**config.mk**
```make
export PLATFORM = sky130hd
export DESIGN_NAME = gfl_ctrl
export DESIGN_NICKNAME = d
export VERILOG_FILES = /design/src/hdl/gfl_pkg.sv /design/src/hdl/gfl_ctrl.sv
export SDC_FILE = /design/constraint.sdc
export NUM_CORES = 1
export LEC_CHECK = 0
export BUFFER_PORTS_ARGS = -buffer_cell sky130_fd_sc_hd__buf_2
export CORE_AREA = 3 3 40 42
export CTS_CLUSTER_DIAMETER = 100
export DETAILED_ROUTE_END_ITERATION = 10
export DIE_AREA = 0 0 43 45
export GPL_TIMING_DRIVEN = 1
export PLACE_DENSITY = 0.64
export SETUP_SLACK_MARGIN = 0.3
export SYNTH_ARGS = -nofsm -noshare
export SYNTH_HDL_FRONTEND = slang
export SYNTH_SLANG_ARGS = --single-unit
```
**constraint.sdc**
```tcl
create_clock -name clk -period 2.2 [get_ports clk]
set_input_delay 0.22 -clock clk [delete_from_list [all_inputs] [get_ports clk]]
set_output_delay 0.22 -clock clk [all_outputs]
set_load 0.05 [all_outputs]
```
**src/hdl/gfl_pkg.sv**
```systemverilog
// Package with shared types and constants for the greedy facility location block.
package gfl_pkg;

  localparam int COST_W = 40;
  localparam logic [COST_W-1:0] COST_MAX = {COST_W{1'b1}};

  typedef enum logic [3:0] {
    ST_LOAD,
    ST_ROUND,
    ST_TRIAL,
    ST_TERM,
    ST_TERM_WAIT,
    ST_TRIAL_END,
    ST_UPD,
    ST_UPD_WAIT,
    ST_ROUND_END,
    ST_DONE
  } gfl_state_t;

  typedef struct packed {
    logic load;
    logic clr;
    logic round_init;
    logic trial_init;
    logic term_issue;
    logic term_acc;
    logic trial_close;
    logic open_pick;
    logic upd_issue;
    logic upd_write;
    logic round_close;
    logic done;
  } gfl_cmd_t;

  typedef struct packed {
    logic i_last;
    logic i_skip;
    logic j_last;
    logic t_last;
  } gfl_sts_t;

endpackage

```
**src/hdl/gfl_ctrl.sv**
```systemverilog
// Controller state machine sequencing loading, greedy rounds and result output.
module gfl_ctrl
  import gfl_pkg::*;
(
  input  logic     clk,
  input  logic     rst_n,
  input  logic     start,
  input  logic     in_last_site,
  input  gfl_sts_t sts,
  output gfl_cmd_t cmd,
  output logic     busy
);
  gfl_state_t state_r, state_nxt;
  logic upd_first_r, upd_first_nxt;

  always_ff @(posedge clk) begin
    if (!rst_n) begin
      state_r     <= ST_LOAD;
      upd_first_r <= 1'b0;
    end else begin
      state_r     <= state_nxt;
      upd_first_r <= upd_first_nxt;
    end
  end

  always_comb begin
    state_nxt     = state_r;
    upd_first_nxt = upd_first_r;
    cmd           = '0;
    busy          = (state_r != ST_LOAD);
    case (state_r)
      ST_LOAD: begin
        if (start) begin
          cmd.load = 1'b1;
          if (in_last_site) begin
            state_nxt = ST_ROUND;
          end
        end
      end
      ST_ROUND: begin
        cmd.round_init = 1'b1;
        state_nxt = ST_TRIAL;
      end
      ST_TRIAL: begin
        if (sts.i_skip) begin
          state_nxt = ST_TRIAL_END;
        end else begin
          cmd.trial_init = 1'b1;
          state_nxt = ST_TERM;
        end
      end
      ST_TERM: begin
        cmd.term_issue = 1'b1;
        state_nxt = ST_TERM_WAIT;
      end
      ST_TERM_WAIT: begin
        cmd.term_acc = 1'b1;
        state_nxt = sts.j_last ? ST_TRIAL_END : ST_TERM;
        if (!sts.j_last) begin
          cmd.term_issue = 1'b1;
          state_nxt = ST_TERM_WAIT;
        end
      end
      ST_TRIAL_END: begin
        cmd.trial_close = 1'b1;
        state_nxt = sts.i_last ? ST_UPD : ST_TRIAL;
        if (sts.i_last) begin
          cmd.open_pick = 1'b1;
        end
        upd_first_nxt = 1'b1;
      end
      ST_UPD: begin
        if (upd_first_r) begin
          cmd.trial_init = 1'b1;
          upd_first_nxt = 1'b0;
        end else begin
          cmd.upd_issue = 1'b1;
          state_nxt = ST_UPD_WAIT;
        end
      end
      ST_UPD_WAIT: begin
        cmd.upd_write = 1'b1;
        if (sts.j_last) begin
          state_nxt = ST_ROUND_END;
        end else begin
          cmd.upd_issue = 1'b1;
        end
      end
      ST_ROUND_END: begin
        cmd.round_close = 1'b1;
        state_nxt = sts.t_last ? ST_DONE : ST_TRIAL;
      end
      ST_DONE: begin
        cmd.done = 1'b1;
        cmd.clr  = 1'b1;
        state_nxt = ST_LOAD;
      end
      default: state_nxt = ST_LOAD;
    endcase
  end

  a_done_from_round: assert property (@(posedge clk) disable iff (!rst_n)
    state_r == ST_DONE |-> $past(state_r) == ST_ROUND_END) else $error("bad done entry");
  a_load_only_idle: assert property (@(posedge clk) disable iff (!rst_n)
    cmd.load |-> !busy) else $error("load while busy");
  a_write_after_issue: assert property (@(posedge clk) disable iff (!rst_n)
    cmd.upd_write |-> $past(cmd.upd_issue)) else $error("write without read");
endmodule

```
Word-level counts from Yosys, hierarchy flattened --
Cells that the tools add are included.
Word-level totals: ROM bits 0, memories 0, flip-flop bits (word level) 5, logic and storage cells 45, RAM bits 0, bits in latches 0
Cells by class: reduce and logical (&&, ||, !) cells 4, $mul 0, bitwise operators 0, muxes and demuxes 26, div/mod/pow operators 0, add/sub/neg operators 0, magnitude comparators 0, equality and inequality tests 13, shifts and indexed selects 0
Operators by type and width (count):
- $pmux 4 s9 | 1
- $mux 4 | 5
- $eq 4x3->1 const B | 4
- $mux 1 | 13
- $eq 4x2->1 const B | 2
- $eq 4x4->1 const B | 2
- $ne 2x2->1 const B | 4
- $pmux 1 s2 | 4
- $mux 3 | 2
- $eq 4x1->1 const B | 1
- $logic_not 4->1 | 1
- $reduce_and 4->1 | 1
- $reduce_bool 4->1 | 1
- $mux 2 | 1
- $reduce_bool 2->1 | 1

Longest topological paths before layout --
Gate-level depths: netlist (run 1).
word-level depth 3, depth in mapped cells 6, mapped depth without buffers 4

Worst setup path after synthesis (run 1) --
No wires, ideal clock.
path kind register to output, start point register state_r[1], end point output port cmd[4] (netlist bit), setup slack 0.119 ns, data arrival time 1.861 ns, data required time 1.980 ns, stages on the path, launching flop included 6, cells stage by stage dfxtp_1 buf_6 inv_1 nand2_1 nor2_1 and2_1
RTL lines:
- start: declaration | line gfl_ctrl.sv:13 | gfl_state_t state_r, state_nxt;
- start signal: assignment | line gfl_ctrl.sv:21 | state_r <= state_nxt;
- end: declaration | line gfl_ctrl.sv:10 | output gfl_cmd_t cmd,

==> out/results.ini, run 1 <==
[yosys]
synthesis.instances = 66
synth-async-reset-ratio_pct = 0
ys_seq_area_share_pct = 20.5
synth_area_per_cell_sq_um = 7.39
synthFlopType = dfxtp_1
yosysUniqueCellTypes = 29
synth_nets = 74
synth-seq-cells = 5
syn-cell-area_sq_um = 488
synth_edf_count = 0
yosys_warnings = 0

[setup_path]
crit_fanout = 15
cp-startpoint = state_r[1]
start_kind = flip-flop
worstPathArrival_ps = 1580
reg2reg_from = state_r[3]
reg2reg_depth = 3
critical_path_required_ps = 1980
cp-end-kind = output port
worstSetupPathType = flip-flop to output port
path_cells = inv_1 > nand2_1 > or3_1 > a21oi_2 > buf_4
slowest_delay_ps = 410
slowest_stage = dfxtp_2

[cells_and_area]
antenna_cells = 0
regArea_sq_um = 104
stdcell_count = 100
fillers = 146
area_growth_pct = 24.9
nNetsFinal = 94
multiInputGateArea_sq_um = 332
drive_gt1_share_pct = 41.2

[sta]
setup_tns_ps = 0
finalSetupViolCount = 0
slew_headroom_pct = 70.0
holdWs_ps = 235
tightest_slew_ps = 449
hold_viol_final = 0
max_freq_mhz = 556
period_needed_ps = 1800
drv_slew = 0
worst_slack_ps = 402
clock_skew_ps = 1.14
period_share_pct = 81.7
rsz0062_at_grt = false

[clock_tree]
htree_levels = 1
root_buffer = clkbuf_4
tritoncts = done
clock_path_buffers = 2
clock_latency_ps = 230
cts_sinks = 5
clk_pin_slew_worst_paths_ps = 40
numCtsBuffers = 3

[global_routing]
antenna_found_initial = 0
grt_util_met2_pct = 21.9
gr-total-overflow = 0
grt.busiest_layer = met2
met1_usage_pct = 15.5
grt_use_total_pct = 12.6
grt_max_degree = 18
grt_pass1_wl_microns = 1880
grt_pass1_vias = 474
use_met3_pct = 1.99

[route]
wl_microns = 1230
drt-initial-drc-count = 4
avgViaCountPerCell = 5.38
drc_errors = 0
dr.pass1.iters = 4
vias = 538
avgRoutedWirePerCell_microns = 12.3
ant_nets = 0

[run_status]
outcome = finished clean

[power]
p_clk_share_pct = 30.1
p_sw_uw = 136
p_sw_share_pct = 40.0
vdd_ir_drop_max_uv = 307
seqPwrFrac_pct = 35.9
p_per_area_nw_per_um2 = 558
pwr-share-comb_pct = 33.9
intPower_uw = 204
power_leakage_nw = 0.287

[min_path]
hold_path_depth = 2
hold_start = rst_n
min_path_type = primary input to flip-flop

[place]
dpl.cell_count = 96
portBuffers = 20
pre_cts_ws_ps = 448
hpwl_microns = 974
place_congestion = 0.759

[floorplan]
rows = 13
die-height_microns = 45
die_w_microns = 43
coreArea_sq_um = 1280
io_pins = 21
dieArea_sq_um = 1940
initial_utilization_pct = 38.0

[run]
maxCapViolCount = 0

flip-flops by register name (all words and copies together) (netlist names):
name	flops
state_r	4
upd_first_r	1
worst max-delay path, delay by kind of cell, from the launching register on:
kind	cells	cell delay (ps)
and+or+nand+nor	2	480
DFF	1	410
AOI/OAI and AO/OA	1	140
buffers and inverters	2	320
metrics by stage:
stage          util (%)  cell area, sq um  total power, mW
2_1_floorplan         -               504            0.218
3_3_place_gp       44.9               577            0.237
3_5_place_dp       44.9               577            0.238
4_1_cts            47.1               606            0.346
5_1_grt            47.4               609            0.361
6_report           47.4               609            0.340
cells by family after synthesis:
| logic type | count (synthesis) | synth area share [%] |
|---|---|---|
| and+or+nand+nor | 33 | 39.7 |
| AOI/OAI and AO/OA | 17 | 24.9 |
| buffers and inverters | 11 | 14.9 |
| DFF | 5 | 20.5 |
cell usage after synthesis (all sizes together) (2+ instances only):
cell / count / area [sq um]
and2: 2 / 12.5
nand2b: 3 / 21.3
dfxtp: 5 / 100
or4: 2 / 15.0
buf: 6 / 53.8
o21ai: 2 / 10.0
nor3: 6 / 30.0
nand2: 6 / 30.0
and3: 2 / 12.5
inv: 5 / 18.8
a31oi: 2 / 12.5
nand3: 2 / 10.0
a21oi: 5 / 25.0
nor2: 7 / 26.3
layout by cell type (no fill, tap or decap), types with 3 or more instances in the layout:
cell | Yosys | routed
nand2_1 | 5 | 5
nor3_1 | 6 | 4
a21oi_1 | 5 | 4
dfxtp_2 | 0 | 3
clkbuf_4 | 0 | 3
inv_1 | 5 | 5
nor2_1 | 7 | 6
buf_2 | 1 | 19
power by group through the flow:
stage / clock network, mW / logic (mW) / registers, mW
after floorplan: 0 / 0.113 / 0.105
after global placement: 0 / 0.115 / 0.122
after detailed placement: 0 / 0.116 / 0.122
after CTS: 0.108 / 0.116 / 0.122
after global routing: 0.111 / 0.126 / 0.124
final: 0.102 / 0.115 / 0.122
worst paths after layout:
check / end / slack, ps
setup / recovery: cmd[7] / 400
hold / removal: upd_first_r / 230
setup reg to reg: state_r[2] / 640
hold reg to reg: upd_first_r / 670
cell type report:
class / instances / share of cell area (%)
Clock buffer: 4 / 4.31
Sequential cell: 5 / 17.0
Inverter: 5 / 3.08
Multi-Input combinational cell: 50 / 54.4
Timing Repair Buffer: 21 / 18.1
Tap cell: 15 / 3.08
timing repair:
action	in CTS	in global routing
setup buffers	0	0
hold buffers	0	0
resized for setup	2	3
endpoints found under the setup margin	2	1
metal layers:
layer	vias up	wire length [microns]
met2	14	634
met1	243	514
met3	0	78
met4	0	0
li1	281	-
met5	-	0
Note: power is estimated with default switching activity, not from simulation.
==> run 2, diff against run 1 <==
Settings changed: ABC_AREA set to 1, PLACE_DENSITY 0.64 to 0.6.
Clock period 2.2 ns to 1.8 ns, I/O delays scaled along.
==> out/results.ini, run 2 <==
[clock_tree]
tritoncts = done  ; unchanged
ctsHoldBuffers = 0  ; unchanged
cts_sinks = 5  ; unchanged
htree_levels = 1  ; unchanged
clock_latency_ps = 230  ; about the same
root_buffer = clkbuf_4  ; unchanged
clock_path_buffers = 2  ; unchanged
clk_pin_slew_worst_paths_ps = 40  ; about the same
numCtsBuffers = 3  ; unchanged

[sta]
max_freq_mhz = 694
rsz0062_at_grt = true  ; was false
drv_slew = 0  ; unchanged
period_needed_ps = 1440
slew_headroom_pct = 83.3  ; was 70.0%
tightest_slew_ps = 253  ; was 449 ps
hold_viol_final = 0  ; unchanged
period_share_pct = 80.1
clock_skew_ps = 0.604  ; was 1.14 ps
finalSetupViolCount = 0  ; unchanged
setup_tns_ps = 0  ; unchanged

[route]
dr.pass1.iters = 4  ; unchanged
drt-initial-drc-count = 7  ; was 4
wl_microns = 1110  ; was 1230 microns
avgViaCountPerCell = 4.47  ; was 5.38
ant_nets = 0  ; unchanged
drc_errors = 0  ; unchanged
vias = 505  ; was 538
avgRoutedWirePerCell_microns = 9.80  ; was 12.3 microns

[yosys]
netlist_top_cells_count = nand2_1, inv_1, nor2_1  ; was nor2_1, nor3_1
yosysTopAreaCellShare_pct = 23.3  ; was 20.5%
synth_compound_area_share_pct = 9.30  ; was 24.9%
synthAdderAreaFrac_pct = 0  ; unchanged
synth_nets = 83  ; was 74
syn-cell-area_sq_um = 430  ; was 488 sq um
yosysUniqueCellTypes = 17  ; was 29
synth.top_cells.by_area = dfxtp_1, nand2_1, inv_1  ; was dfxtp_1, buf_6, nor3_1
yosys.area.top_type = dfxtp_1  ; unchanged
synth.most_common_cell = nand2_1  ; was nor2_1
synth_xor_xnor_area_share_pct = 0  ; unchanged
synth_top_family_by_area = simple AND/OR/NAND/NOR gates  ; unchanged
synth_area_per_cell_sq_um = 5.74  ; was 7.39 sq um
synth.mux.area_fraction_pct = 0  ; unchanged
synthFlopType = dfxtp_1  ; unchanged
ys_seq_area_share_pct = 23.3  ; was 20.5%
yosys.area_share.simple_pct = 52.6  ; was 39.7%
synth-seq-cells = 5  ; unchanged
yosys_warnings = 0  ; unchanged
synth-async-reset-ratio_pct = 0  ; unchanged
synth_edf_count = 0  ; unchanged
synthesis.instances = 75  ; was 66

[global_routing]
grt_use_total_pct = 13.3  ; was 12.6%
use_met3_pct = 2.79  ; was 1.99%
grt_pass1_vias = 473  ; was 474
met1_usage_pct = 17.1  ; was 15.5%
grt_max_degree = 8  ; was 18
grt_util_met2_pct = 21.0  ; was 21.9%
antenna_found_initial = 0  ; unchanged
gr-total-overflow = 0  ; unchanged
grt_pass1_wl_microns = 1970  ; was 1880 microns
grt.busiest_layer = met2  ; unchanged

[floorplan]
rows = 13  ; unchanged
coreArea_sq_um = 1280  ; unchanged
initial_utilization_pct = 33.5  ; was 38.0%
dieArea_sq_um = 1940  ; unchanged
die-height_microns = 45  ; unchanged
io_pins = 21  ; unchanged
die_w_microns = 43  ; unchanged

[power]
power_leakage_nw = 0.341  ; was 0.287 nW
p_sw_uw = 122  ; was 136 uW
finalPower_uw = 349  ; was 340 uW
intPower_uw = 227  ; was 204 uW
vdd_ir_drop_max_uv = 373  ; was 307 uV
pwr-share-comb_pct = 30.2  ; was 33.9%
p_per_area_nw_per_um2 = 540  ; was 558 nW/um^2
seqPwrFrac_pct = 34.0  ; was 35.9%
p_clk_share_pct = 35.8  ; was 30.1%
p_sw_share_pct = 34.9  ; was 40.0%

[cells_and_area]
final_common_cell = nand2_1  ; was buf_2
fin_util_pct = 50.2  ; was 47.4%
fillers = 148  ; was 146
area_growth_pct = 50.0  ; was 24.9%
regMostFlops = state_r  ; unchanged
stdcell_count = 113  ; was 100
antenna_cells = 0  ; unchanged
nNetsFinal = 107  ; was 94
layout_common_cells = nand2_1, buf_2, inv_1  ; was buf_2, nor2_1, inv_1, nand2_1
largest_reg_flops = 4  ; unchanged
drive_gt1_share_pct = 50.0  ; was 41.2%
top_regs = state_r (4), upd_first_r (1)  ; unchanged

[setup_path]
worstPathArrival_ps = 1260  ; was 1580 ps
start_kind = flip-flop  ; unchanged
crit_fanout = 7  ; was 15
cp-end-kind = output port  ; unchanged
worstSetupPathType = flip-flop to output port  ; unchanged
timing.rr.end = state_r[1]  ; was state_r[2]
reg2reg_depth = 7  ; was 3
critical_path_required_ps = 1620  ; was 1980 ps
reg2reg_from = state_r[2]  ; was state_r[3]
ff2ff_setup_slack_ps = 600  ; was 640 ps

[run_status]
outcome = finished clean  ; unchanged

[place]
dpl.cell_count = 109  ; was 96
portBuffers = 20  ; unchanged
place_congestion = 0.788  ; was 0.759
hpwl_microns = 945  ; was 974 microns

[run]
maxCapViolCount = 0  ; unchanged

[min_path]
min_path_type = primary input to flip-flop  ; unchanged
whs_endpoint = state_r[1]  ; was upd_first_r
hold_start = rst_n  ; unchanged
hold_path_depth = 3  ; was 2

-- run 2: cell count changes in the layout (fill, tap and decap cells not counted), moves of 3 or more --
cell,before,now
buf_2,19,14
inv_1,5,9
inv_2,0,4
nand2_1,5,18
nand3_1,2,7
nor2_2,1,4
nor2_4,0,3
nor3_1,4,0
-- run 2: worst max-delay path by stage --
| stage | depth (start not counted) | start | endpoint |
|---|---|---|---|
| 6_report | 4 | state_r[2] | cmd[11] |
| 5_1_grt | 4 | state_r[2] | cmd[11] |
| 4_1_cts | 6 | state_r[3] | cmd[3] |
| 3_5_place_dp | 5 | state_r[2] | cmd[3] |
| 3_3_place_gp | 5 | state_r[2] | cmd[3] |
| 2_1_floorplan | 3 | state_r[3] | cmd[10] |
-- run 2: repair_timing --
| item | 4_1_cts | 5_1_grt |
|---|---|---|
| setup buffers | 0 | 0 |
| pin swaps | 0 | 1 |
| gates resized for setup | 9 | 11 |
| setup endpoints to repair | 11 | 6 |
-- run 2: layout make-up --
type,count,area (sq um),share of cell area (%)
multi-input combinational,54,305,47.3
clock buffer,4,26.3,4.07
sequential,5,110,17.1
inverter,15,62.6,9.69
tap,15,18.8,2.91
timing repair buffer,20,123,19.0
-- run 2: critical path, stage by stage (launching register included) --
cell      delay, ps
dfxtp_4         370
nor2_2          190
nand2_1         150
nor2_4           90
clkbuf_4        230
-- run 2: layer usage --
metal,vias to the layer above,part of all wire (%)
li1,278,-
met1,215,46
met2,12,49
met3,0,5.7
met4,0,0
met5,-,0
-- run 2: cells by family after synthesis --
kind of cell / count (synthesis)
simple gates: 48
buf+inv: 16
flops: 5
compound gates: 6
-- run 2: metrics by stage --
step | setup WS (ps) | hold slack (ps) | area [sq um]
6_report | 358 | 245 | 646
5_1_grt | 272 | 256 | 646
4_1_cts | 292 | 239 | 622
3_5_place_dp | 337 | 492 | 574
3_3_place_gp | 368 | 482 | 574
2_1_floorplan | 50.5 | 372 | 463
-- run 2: power groups by stage --
stage               clock (mW)  sequential [mW]  combinational (mW)
detailed placement           0            0.122               0.103
floorplan                    0            0.120              0.0792
finish                   0.125            0.119               0.105
global route             0.141            0.119               0.117
CTS                      0.133            0.120               0.105
global placement             0            0.122               0.103
